$ cat src/sv/rmm_pkg.sv
// Shared types and constants for the RSSI min/max calibration sequencer.
package rmm_pkg;

  localparam int unsigned SAMPLE_W  = 16;
  localparam int unsigned CHAN_W    = 6;
  localparam int unsigned SWEEP_W   = 8;
  localparam int unsigned S_DATA_W  = 40;
  localparam int unsigned M_DATA_W  = 80;

  localparam logic [SAMPLE_W-1:0] SAMPLE_MAX = '1;

  // Item kinds carried in the input tuser field.
  localparam logic [1:0] MODE_TICK    = 2'd0;
  localparam logic [1:0] MODE_BUTTON  = 2'd1;
  localparam logic [1:0] MODE_RESTART = 2'd2;

  // Configuration register indexes.
  localparam logic CFG_SWEEP_RUNS = 1'b0;
  localparam logic CFG_RX_B_EN    = 1'b1;

  typedef enum logic [2:0] {
    PH_WAIT_LOW  = 3'd0,
    PH_SCAN_LOW  = 3'd1,
    PH_WAIT_HIGH = 3'd2,
    PH_SCAN_HIGH = 3'd3,
    PH_DONE      = 3'd4
  } phase_t;

  // Architectural state of the sequencer.
  typedef struct packed {
    phase_t              phase;
    logic [CHAN_W-1:0]   channel;
    logic [SWEEP_W-1:0]  sweeps;
    logic [SAMPLE_W-1:0] low_a;
    logic [SAMPLE_W-1:0] high_a;
    logic [SAMPLE_W-1:0] low_b;
    logic [SAMPLE_W-1:0] high_b;
  } cal_state_t;

  // One input item after unpacking.
  typedef struct packed {
    logic [1:0]          mode;
    logic                rssi_stable;
    logic [SAMPLE_W-1:0] sample_a;
    logic [SAMPLE_W-1:0] sample_b;
    logic                is_mode_button;
    logic                short_press;
  } cal_item_t;

  // Per-item flags that go out with the result.
  typedef struct packed {
    logic refresh;
    logic save_request;
  } cal_flags_t;

  // Configuration values.
  typedef struct packed {
    logic [SWEEP_W-1:0] sweep_runs;
    logic               rx_b_en;
  } cal_cfg_t;

endpackage

$ cat src/sv/rssi_min_max_calibration_sequencer_unit.sv
// Top level of the RSSI min/max calibration sequencer with stream ports.
//
// Input items arrive on the s_* stream: s_tuser carries the item kind
// (sample tick, button event or restart), s_tdata the stability flag, both
// receiver samples and the button details. Every accepted item produces
// exactly one result item on the m_* stream with the phase, tuned channel,
// the four running extremes and the refresh and save flags.
// An item is captured in an input register, evaluated combinationally against
// the sequencer state and written to the output register together with the
// state update. A result passes from the input register to the output
// register, and one item per cycle is sustained while the receiver takes
// results; the combinational state update loop sets that rate.
// When the receiver stalls, the output register holds its result and the
// input register still takes one more item, after which s_tready drops.
// Configuration goes through cfg_we/cfg_index/cfg_wdata and is applied at
// once; write it only while no item is in flight.
// Reset puts the sequencer in wait_low on channel 0 with the minima at
// 65535, the maxima at 0, sweep_runs at 10 and the second receiver enabled,
// and empties both registers.
module rssi_min_max_calibration_sequencer_unit
  import rmm_pkg::*;
#(
  parameter int unsigned CHANNEL_COUNT = 40
) (
  input  logic                clk,
  input  logic                rst,
  // Input stream.
  input  logic                s_tvalid,
  output logic                s_tready,
  // From bit 0: rssi_stable, sample_a[15:0], sample_b[15:0], is_mode_button,
  // short_press, zero fill.
  input  logic [S_DATA_W-1:0] s_tdata,
  // mode[1:0].
  input  logic [1:0]          s_tuser,
  // Result stream.
  output logic                m_tvalid,
  input  logic                m_tready,
  // From bit 0: phase[2:0], channel[5:0], min_a, max_a, min_b, max_b
  // (16 bits each), refresh, save_request, zero fill.
  output logic [M_DATA_W-1:0] m_tdata,
  // Configuration write port.
  input  logic                cfg_we,
  input  logic                cfg_index,
  input  logic [SWEEP_W-1:0]  cfg_wdata
);

  logic       in_valid;
  cal_item_t  in_item;
  logic       advance;
  cal_state_t state;
  cal_state_t state_next;
  cal_flags_t flags;
  cal_cfg_t   cfg;
  logic       out_valid;
  cal_state_t out_state;
  cal_flags_t out_flags;

  // An item moves to the output register when that register is empty or the receiver is taking its result.
  assign advance  = in_valid && (!out_valid || m_tready);
  assign s_tready = !in_valid || advance;

  // Input register.
  always_ff @(posedge clk) begin
    if (rst) begin
      in_valid <= 1'b0;
    end else if (s_tready) begin
      in_valid <= s_tvalid;
    end
    if (s_tready && s_tvalid) begin
      in_item.mode           <= s_tuser;
      in_item.rssi_stable    <= s_tdata[0];
      in_item.sample_a       <= s_tdata[16:1];
      in_item.sample_b       <= s_tdata[32:17];
      in_item.is_mode_button <= s_tdata[33];
      in_item.short_press    <= s_tdata[34];
    end
  end

  // Configuration registers.
  always_ff @(posedge clk) begin
    if (rst) begin
      cfg.sweep_runs <= SWEEP_W'(10);
      cfg.rx_b_en    <= 1'b1;
    end else if (cfg_we) begin
      case (cfg_index)
        CFG_SWEEP_RUNS: cfg.sweep_runs <= cfg_wdata;
        CFG_RX_B_EN:    cfg.rx_b_en    <= cfg_wdata[0];
        default: begin
        end
      endcase
    end
  end

  rmm_update #(
    .CHANNEL_COUNT(CHANNEL_COUNT)
  ) u_update (
    .state      (state),
    .item       (in_item),
    .cfg        (cfg),
    .state_next (state_next),
    .flags      (flags)
  );

  // Sequencer state, updated as each item is evaluated.
  always_ff @(posedge clk) begin
    if (rst) begin
      state.phase   <= PH_WAIT_LOW;
      state.channel <= '0;
      state.sweeps  <= '0;
      state.low_a   <= SAMPLE_MAX;
      state.high_a  <= '0;
      state.low_b   <= SAMPLE_MAX;
      state.high_b  <= '0;
    end else if (advance) begin
      state <= state_next;
    end
  end

  // Output register.
  always_ff @(posedge clk) begin
    if (rst) begin
      out_valid <= 1'b0;
    end else if (advance) begin
      out_valid <= 1'b1;
    end else if (m_tready) begin
      out_valid <= 1'b0;
    end
    if (advance) begin
      out_state <= state_next;
      out_flags <= flags;
    end
  end

  assign m_tvalid = out_valid;
  assign m_tdata  = {5'b0, out_flags.save_request, out_flags.refresh,
                     out_state.high_b, out_state.low_b, out_state.high_a,
                     out_state.low_a, out_state.channel, out_state.phase};

  // A save is only ever reported together with the return to wait_low.
  a_save_phase: assert property (@(posedge clk) disable iff (rst)
    out_valid && out_flags.save_request |-> out_state.phase == PH_WAIT_LOW)
    else $error("save_request without return to wait_low");

  // The tuned channel stays inside the channel range.
  a_chan_range: assert property (@(posedge clk) disable iff (rst)
    32'(state.channel) < CHANNEL_COUNT)
    else $error("channel out of range");

  // State only moves when an item is evaluated.
  a_state_hold: assert property (@(posedge clk) disable iff (rst)
    !advance |=> $stable(state))
    else $error("state changed without an item");

  // A held input item is not overwritten.
  a_in_hold: assert property (@(posedge clk) disable iff (rst)
    in_valid && !advance |=> in_valid && $stable(in_item))
    else $error("input register overwritten while held");

  // Reset empties the output register.
  a_rst_out: assert property (@(posedge clk)
    rst |=> !out_valid)
    else $error("result valid after reset");

endmodule

$ cat src/sv/rmm_update.sv
// Next-state and result flags for one item of the calibration sequencer.
module rmm_update
  import rmm_pkg::*;
#(
  parameter int unsigned CHANNEL_COUNT = 40
) (
  input  cal_state_t state,
  input  cal_item_t  item,
  input  cal_cfg_t   cfg,
  output cal_state_t state_next,
  output cal_flags_t flags
);

  localparam logic [CHAN_W:0] CHAN_LAST = (CHAN_W+1)'(CHANNEL_COUNT - 1);

  logic              chan_wrap;
  logic [SWEEP_W-1:0] sweeps_inc;

  assign chan_wrap  = ({1'b0, state.channel} == CHAN_LAST);
  assign sweeps_inc = state.sweeps + SWEEP_W'(1);

  always_comb begin
    state_next = state;
    flags      = '0;
    case (item.mode)
      MODE_TICK: begin
        if (item.rssi_stable) begin
          // Track extremes while a scan phase is active.
          if (state.phase == PH_SCAN_LOW) begin
            if (item.sample_a < state.low_a) state_next.low_a = item.sample_a;
            if (cfg.rx_b_en && item.sample_b < state.low_b) begin
              state_next.low_b = item.sample_b;
            end
          end else if (state.phase == PH_SCAN_HIGH) begin
            if (item.sample_a > state.high_a) state_next.high_a = item.sample_a;
            if (cfg.rx_b_en && item.sample_b > state.high_b) begin
              state_next.high_b = item.sample_b;
            end
          end
          // Step the channel; a wrap counts one full sweep.
          if (chan_wrap) begin
            state_next.channel = '0;
            state_next.sweeps  = sweeps_inc;
            if (sweeps_inc == cfg.sweep_runs) begin
              if (state.phase == PH_SCAN_LOW) begin
                state_next.phase = PH_WAIT_HIGH;
              end else if (state.phase == PH_SCAN_HIGH) begin
                state_next.phase = PH_DONE;
              end
              flags.refresh = 1'b1;
            end
          end else begin
            state_next.channel = state.channel + CHAN_W'(1);
          end
        end
      end
      MODE_BUTTON: begin
        if (item.is_mode_button && item.short_press) begin
          case (state.phase)
            PH_WAIT_LOW: begin
              state_next.phase   = PH_SCAN_LOW;
              state_next.sweeps  = '0;
              state_next.channel = '0;
              state_next.low_a   = SAMPLE_MAX;
              if (cfg.rx_b_en) state_next.low_b = SAMPLE_MAX;
            end
            PH_WAIT_HIGH: begin
              state_next.phase   = PH_SCAN_HIGH;
              state_next.sweeps  = '0;
              state_next.channel = '0;
              state_next.high_a  = '0;
              if (cfg.rx_b_en) state_next.high_b = '0;
            end
            PH_DONE: begin
              state_next.phase   = PH_WAIT_LOW;
              flags.save_request = 1'b1;
            end
            default: begin
            end
          endcase
          flags.refresh = 1'b1;
        end
      end
      MODE_RESTART: begin
        state_next.phase = PH_WAIT_LOW;
        flags.refresh    = 1'b1;
      end
      default: begin
      end
    endcase
  end

endmodule

$ cat config.mk
export PLATFORM = sky130hd
export DESIGN_NAME = rssi_min_max_calibration_sequencer_unit
export DESIGN_NICKNAME = d
export VERILOG_FILES = /design/src/sv/rmm_pkg.sv /design/src/sv/rssi_min_max_calibration_sequencer_unit.sv /design/src/sv/rmm_update.sv
export SDC_FILE = /design/constraint.sdc
export NUM_CORES = 1
export LEC_CHECK = 0
export BUFFER_PORTS_ARGS = -buffer_cell sky130_fd_sc_hd__buf_2
export CAP_MARGIN = 5
export CORE_ASPECT_RATIO = 2
export CORE_MARGIN = 2
export CORE_UTILIZATION = 63
export DETAILED_ROUTE_END_ITERATION = 8
export PLACE_DENSITY = 0.83
export SYNTH_ARGS = -nofsm -noshare
export SYNTH_HDL_FRONTEND = slang
export SYNTH_SLANG_ARGS = --single-unit
$ cat constraint.sdc
create_clock -name clk -period 5.2 [get_ports clk]
set_input_delay 0.52 -clock clk [delete_from_list [all_inputs] [get_ports clk]]
set_output_delay 0.52 -clock clk [all_outputs]
set_load 0.02 [all_outputs]
# Word level (Yosys, flattened, before mapping)
# Index checks and enable logic that the tools add are counted.
# totals
reg_bits,204
inputBits,56
output_inout_bits,82
word_cells,98
# op_classes
add_sub_neg,2
order_cmp,4
n_eq_ne,12
mux,36
bitwise_logic,1
n_reduce_logical,18
# ops
operator,n
16-bit 2-to-1 mux,16
81-bit 2-to-1 mux,2
78-bit case mux with 2 select lines,1
16-bit greater-than comparator,2
16-bit < comparator,2
3-bit case mux with 3 select lines,2
14-bit 2-to-1 mux,1
3-bit 2-to-1 mux,4
"8-bit by 1-bit adder with 8-bit output, second input constant",1
8-bit == test,1
8-bit 2-to-1 mux,1
"6-bit by 1-bit adder with 6-bit output, second input constant",1
"3-bit by 2-bit == test with 1-bit output, second input constant",2
"6-bit == test, second input constant",1
1-bit 2-to-1 mux,6
6-bit 2-to-1 mux,1
2-bit AND reduction,3
6-bit AND reduction,1
1-bit logical AND,5
"2-bit by 1-bit != test with 1-bit output, second input constant",2
"2-bit != test, second input constant",2
2-bit nonzero test,2
"3-bit by 1-bit == test with 1-bit output, second input constant",1
"3-bit == test, second input constant",1
other kinds (10),12

# Depth between registers and ports, before layout
# logic_depth
depth_word,7
ltp_mapped,11
mapped_depth_nobuf,8

# By module
# A second synthesis with hierarchy kept.
# hier_totals
hier_cells,988
area_unflattened_um2,10630.2
# modules_own_cells
mod,n_inst,cells_per_inst,area_each_um2,seq_area_each_um2
rssi_min_max_calibration_sequencer_unit,1,519,7374.6,5205.0
rmm_update,1,469,3255.6,0.0

# Worst setup path before layout
# OpenSTA, ideal clock, no wires.
# synth_path
path_type,input to register
startpoint,input m_tready
endpoint,"register, netlist name state[37]"
setup_time_ns,0.059
arrival_ns,3.491
t_required_ns,5.141
path_slack_ns,1.650
path_stages,8
n_path_buf,2
cell_sequence,nor2b_1 nand2b_1 inv_1 nand2_1 and3b_1 clkbuf_1 clkbuf_1 a221o_1
# synth_between
elab_chain_cells,2
# synth_rtl
element,line,source
"start, declared",rssi_min_max_calibration_sequencer_unit.sv:37,"input logic m_tready,"
1-bit logical OR,rssi_min_max_calibration_sequencer_unit.sv:59,assign advance = in_valid && (!out_valid || m_tready);
1-bit logical AND,rssi_min_max_calibration_sequencer_unit.sv:59,
net advance,rssi_min_max_calibration_sequencer_unit.sv:49,logic advance;
# The timed path passes the listed nets, and every way through them passes these cells.
# A chain may end at the register's enable or synchronous reset.

==> key figures <==
Status
  • Status: completed

Synthesis
  • YS warnings: 0
  • Primary FF master, synth: edfxtp_1
  • Synth top area share: 32.2%
  • Synth area leader: edfxtp_1
  • Mapped cell area: 10500 sq um
  • Register area share after synthesis: 49.8%
  • Cells after Synth: 996
  • EDFF count, synth: 112
  • Avg Inst Size Synth: 10.5 sq um
  • Register bit count reported by yosys: 204
  • Async set-reset flop share out of synthesis: 0%
  • Unique cell type count in the Yosys netlist: 82
  • Most area-consuming cells after synthesis: edfxtp_1 (32%), dfxtp_1 (18%), ha_1 (7.7%), inv_1 (3.3%), mux2i_1 (3.2%)

Floorplan
  • CORE AREA: 16300 sq um
  • Chip width: 95.1 um
  • Die height: 186 um
  • Rows: 66
  • Ports: 138
  • Die area: 17700 sq um
  • Initial Util: 64.2%

Power and ir drop
  • Pleak: 4.70 nW
  • Worst IR Drop VDD: 0.252 mV
  • PwrDens: 282 nW/um^2
  • PnR Total Power: 3.29 mW

Worst hold path
  • Hold Path Class: input port to flop

Detailed routing
  • Metal2 WL: 13.7 mm
  • Max layer used: met4
  • Via density: 6.34
  • Wire length per cell: 19.4 um
  • Antenna Nets Post-Route: 0
  • DRC violations left: 0
  • Router iterations before antenna repair: 7
  • DRT iter0 DRCs: 532
  • Met3 Wirelength: 1.46 mm
  • Total wire length: 25.5 mm
  • Via Count: 8345
  • M1 WL: 8.98 mm

CTS
  • CTS Buf Count: 19
  • TritonCTS clock tree: done
  • CTS sink cnt: 204
  • Post-CTS Setup Inserts: 0
  • Post-cts sizing count: 0
  • Post-CTS Hold Buffers: 0
  • Clock transition at path regs: 0.06 ns
  • Root Buffer: clkbuf_16
  • Worst skew pair latency: 0.49 ns
  • Clock Path Buffers: 3
  • CTS H-tree depth: 1

Cells and area
  • Final Non-Filler Cells: 1316
  • Final core utilization: 71.7%
  • Layout Nets: 1220
  • Layout cells sized above 1: 17.3%
  • # diodes: 0
  • Fill cells: 1245
  • Area Overhead vs Synth: 11.7%

Worst setup path
  • Worst reg-to-reg setup slack: 1.74 ns
  • Crit Reg-Reg Endpoint: m_tdata[16]
  • Worst-path cell chain: ha_1, a2111oi_0, o21a_1, a31o_1, buf_4, and2_1, buf_4, mux2i_1
  • Worst-path fanout max: 15
  • RR Startpoint: in_item[19]
  • WP data required: 5.51 ns
  • WP data arrival: 3.77 ns
  • Critical Path End: m_tdata[16]
  • CP peak stage delay: 0.74 ns
  • CP max-delay cell: a2111oi_0
  • CP Class: flop to flop
  • Most common cell on crit path: buf_4
  • Critical Path End Type: flop
  • R2R cell count: 8
  • CP startpoint kind: flop
  • Worst Setup SP: in_item[19]

Placement
  • Placer Congestion: 0.851
  • Placed cells: 1283
  • Detailed placement HPWL: 17.7 mm
  • PortBufs: 127

Timing
  • Setup TNS Final: 0 ns
  • Worst Max-Slew Pin Slew: 1.21 ns
  • Final setup violation count: 0
  • Hold Vio Cnt, Final: 0
  • Crit path time final: 3.46 ns
  • Unrepaired setup endpoints after global routing: no
  • Fmax achieved: 0.289 GHz
  • Rel. slew slack: 19.2%
  • Period utilization: 66.6%
  • WHS: 0.201 ns
  • Clk_skew: 0.0226 ns
  • Fin. max-slew vios: 0

Global routing
  • Initial antenna violation count: 0
  • Total GRT Usage: 28.8%
  • Vias in the first global route: 8452
  • Overflow after GRT: 0
  • Largest net degree at the start of global routing: 54
  • First-pass GRT wire length: 40.1 mm

Run
  • MaxCap Viol Count: 0
## power by group
part | switching [mW] | internal (mW)
registers | 0.0454 | 1.74
logic | 0.155 | 0.0808
clock network | 0.578 | 0.692
## worst max-delay path, delay by kind of cell, from the launching register on
| family | cells | cell delay [ns] |
|---|---|---|
| compound gates | 3 | 1.43 |
| flops | 1 | 0.48 |
| simple gates | 1 | 0.18 |
| fa+ha+maj | 1 | 0.33 |
| buf+inv | 2 | 0.58 |
| mux | 1 | 0.28 |
## area by class of cell
cell class	count	area, sq um	share of cell area [%]
well taps	204	255	2.19
clock buffers	27	515	4.42
inverters	93	350	3.00
repair buffers	139	726	6.22
clock inverters	6	32.5	0.279
flip-flops and latches	204	5200	44.6
multi-input cells	643	4590	39.3
## stage by stage
stage / area, sq um / setup WS [ns]
2_1_floorplan: 10500 / 1.65
3_3_place_gp: 11100 / 1.85
3_5_place_dp: 11100 / 1.79
4_1_cts: 11700 / 1.78
5_1_grt: 11700 / 1.51
6_report: 11700 / 1.74
## logic make-up (layout without fill, tap and decap cells)
logic type,after synthesis,in the layout,synth area share [%]
other,1,5,0.0359
and+or+nand+nor,232,232,11.1
buffers and inverters,153,265,6.60
adders and majority gates,64,64,7.66
DFF,204,204,49.8
AOI/OAI and AO/OA,299,299,20.8
muxes,33,33,3.16
xor gates and xnor gates,10,10,0.838
## worst min-delay path by stage
stage / from / endpoint / slack, ns / depth (start not counted)
finish: s_tdata[31] / in_item[16] / 0.20 / 1
global route: s_tdata[33] / in_item[1] / 0.20 / 1
global placement: cfg[1] / cfg[1] / 0.46 / 2
floorplan: cfg[8] / cfg[8] / 0.45 / 2
detailed placement: cfg[6] / cfg[6] / 0.47 / 2
CTS: s_tdata[31] / in_item[16] / 0.20 / 1
## cells in the mapped netlist (16+ instances only)
cell type and n:
ha_1 64, o21ai_1 22, a221o_1 16, dfxtp_1 92
a211oi_1 23, a21o_1 19, o21ai_0 35, o31ai_1 16
inv_1 91, edfxtp_1 112, nor3_1 23, mux2i_1 33
a21oi_1 47, nor2_1 62, clkbuf_1 29, a311oi_1 16
o22a_1 17, o211ai_1 16, nand2_1 65
## placed cells by master (no fill, tap or decap), types with 23 or more instances in the layout
master / synthesis / layout
a211oi_1: 23 / 23
a21oi_1: 47 / 47
buf_2: 11 / 127
dfxtp_1: 92 / 92
edfxtp_1: 112 / 112
ha_1: 64 / 64
inv_1: 91 / 90
mux2i_1: 33 / 33
nand2_1: 65 / 65
nor2_1: 62 / 61
nor3_1: 23 / 23
o21ai_0: 35 / 35
## routing by layer
metal | vias up | track usage [%]
li1 | 3915 | -
met1 | 3968 | 29.8
met2 | 358 | 53.2
met3 | 104 | 4.15
met4 | 0 | 17.5
met5 | - | 0
## flip-flops by register name, indices dropped and copies added, names as in the netlist
name / count
cfg: 9
in_item: 37
in_valid: 1
m_tdata: 75
m_tvalid: 1
state: 81
(Power assumes the default switching activity.)
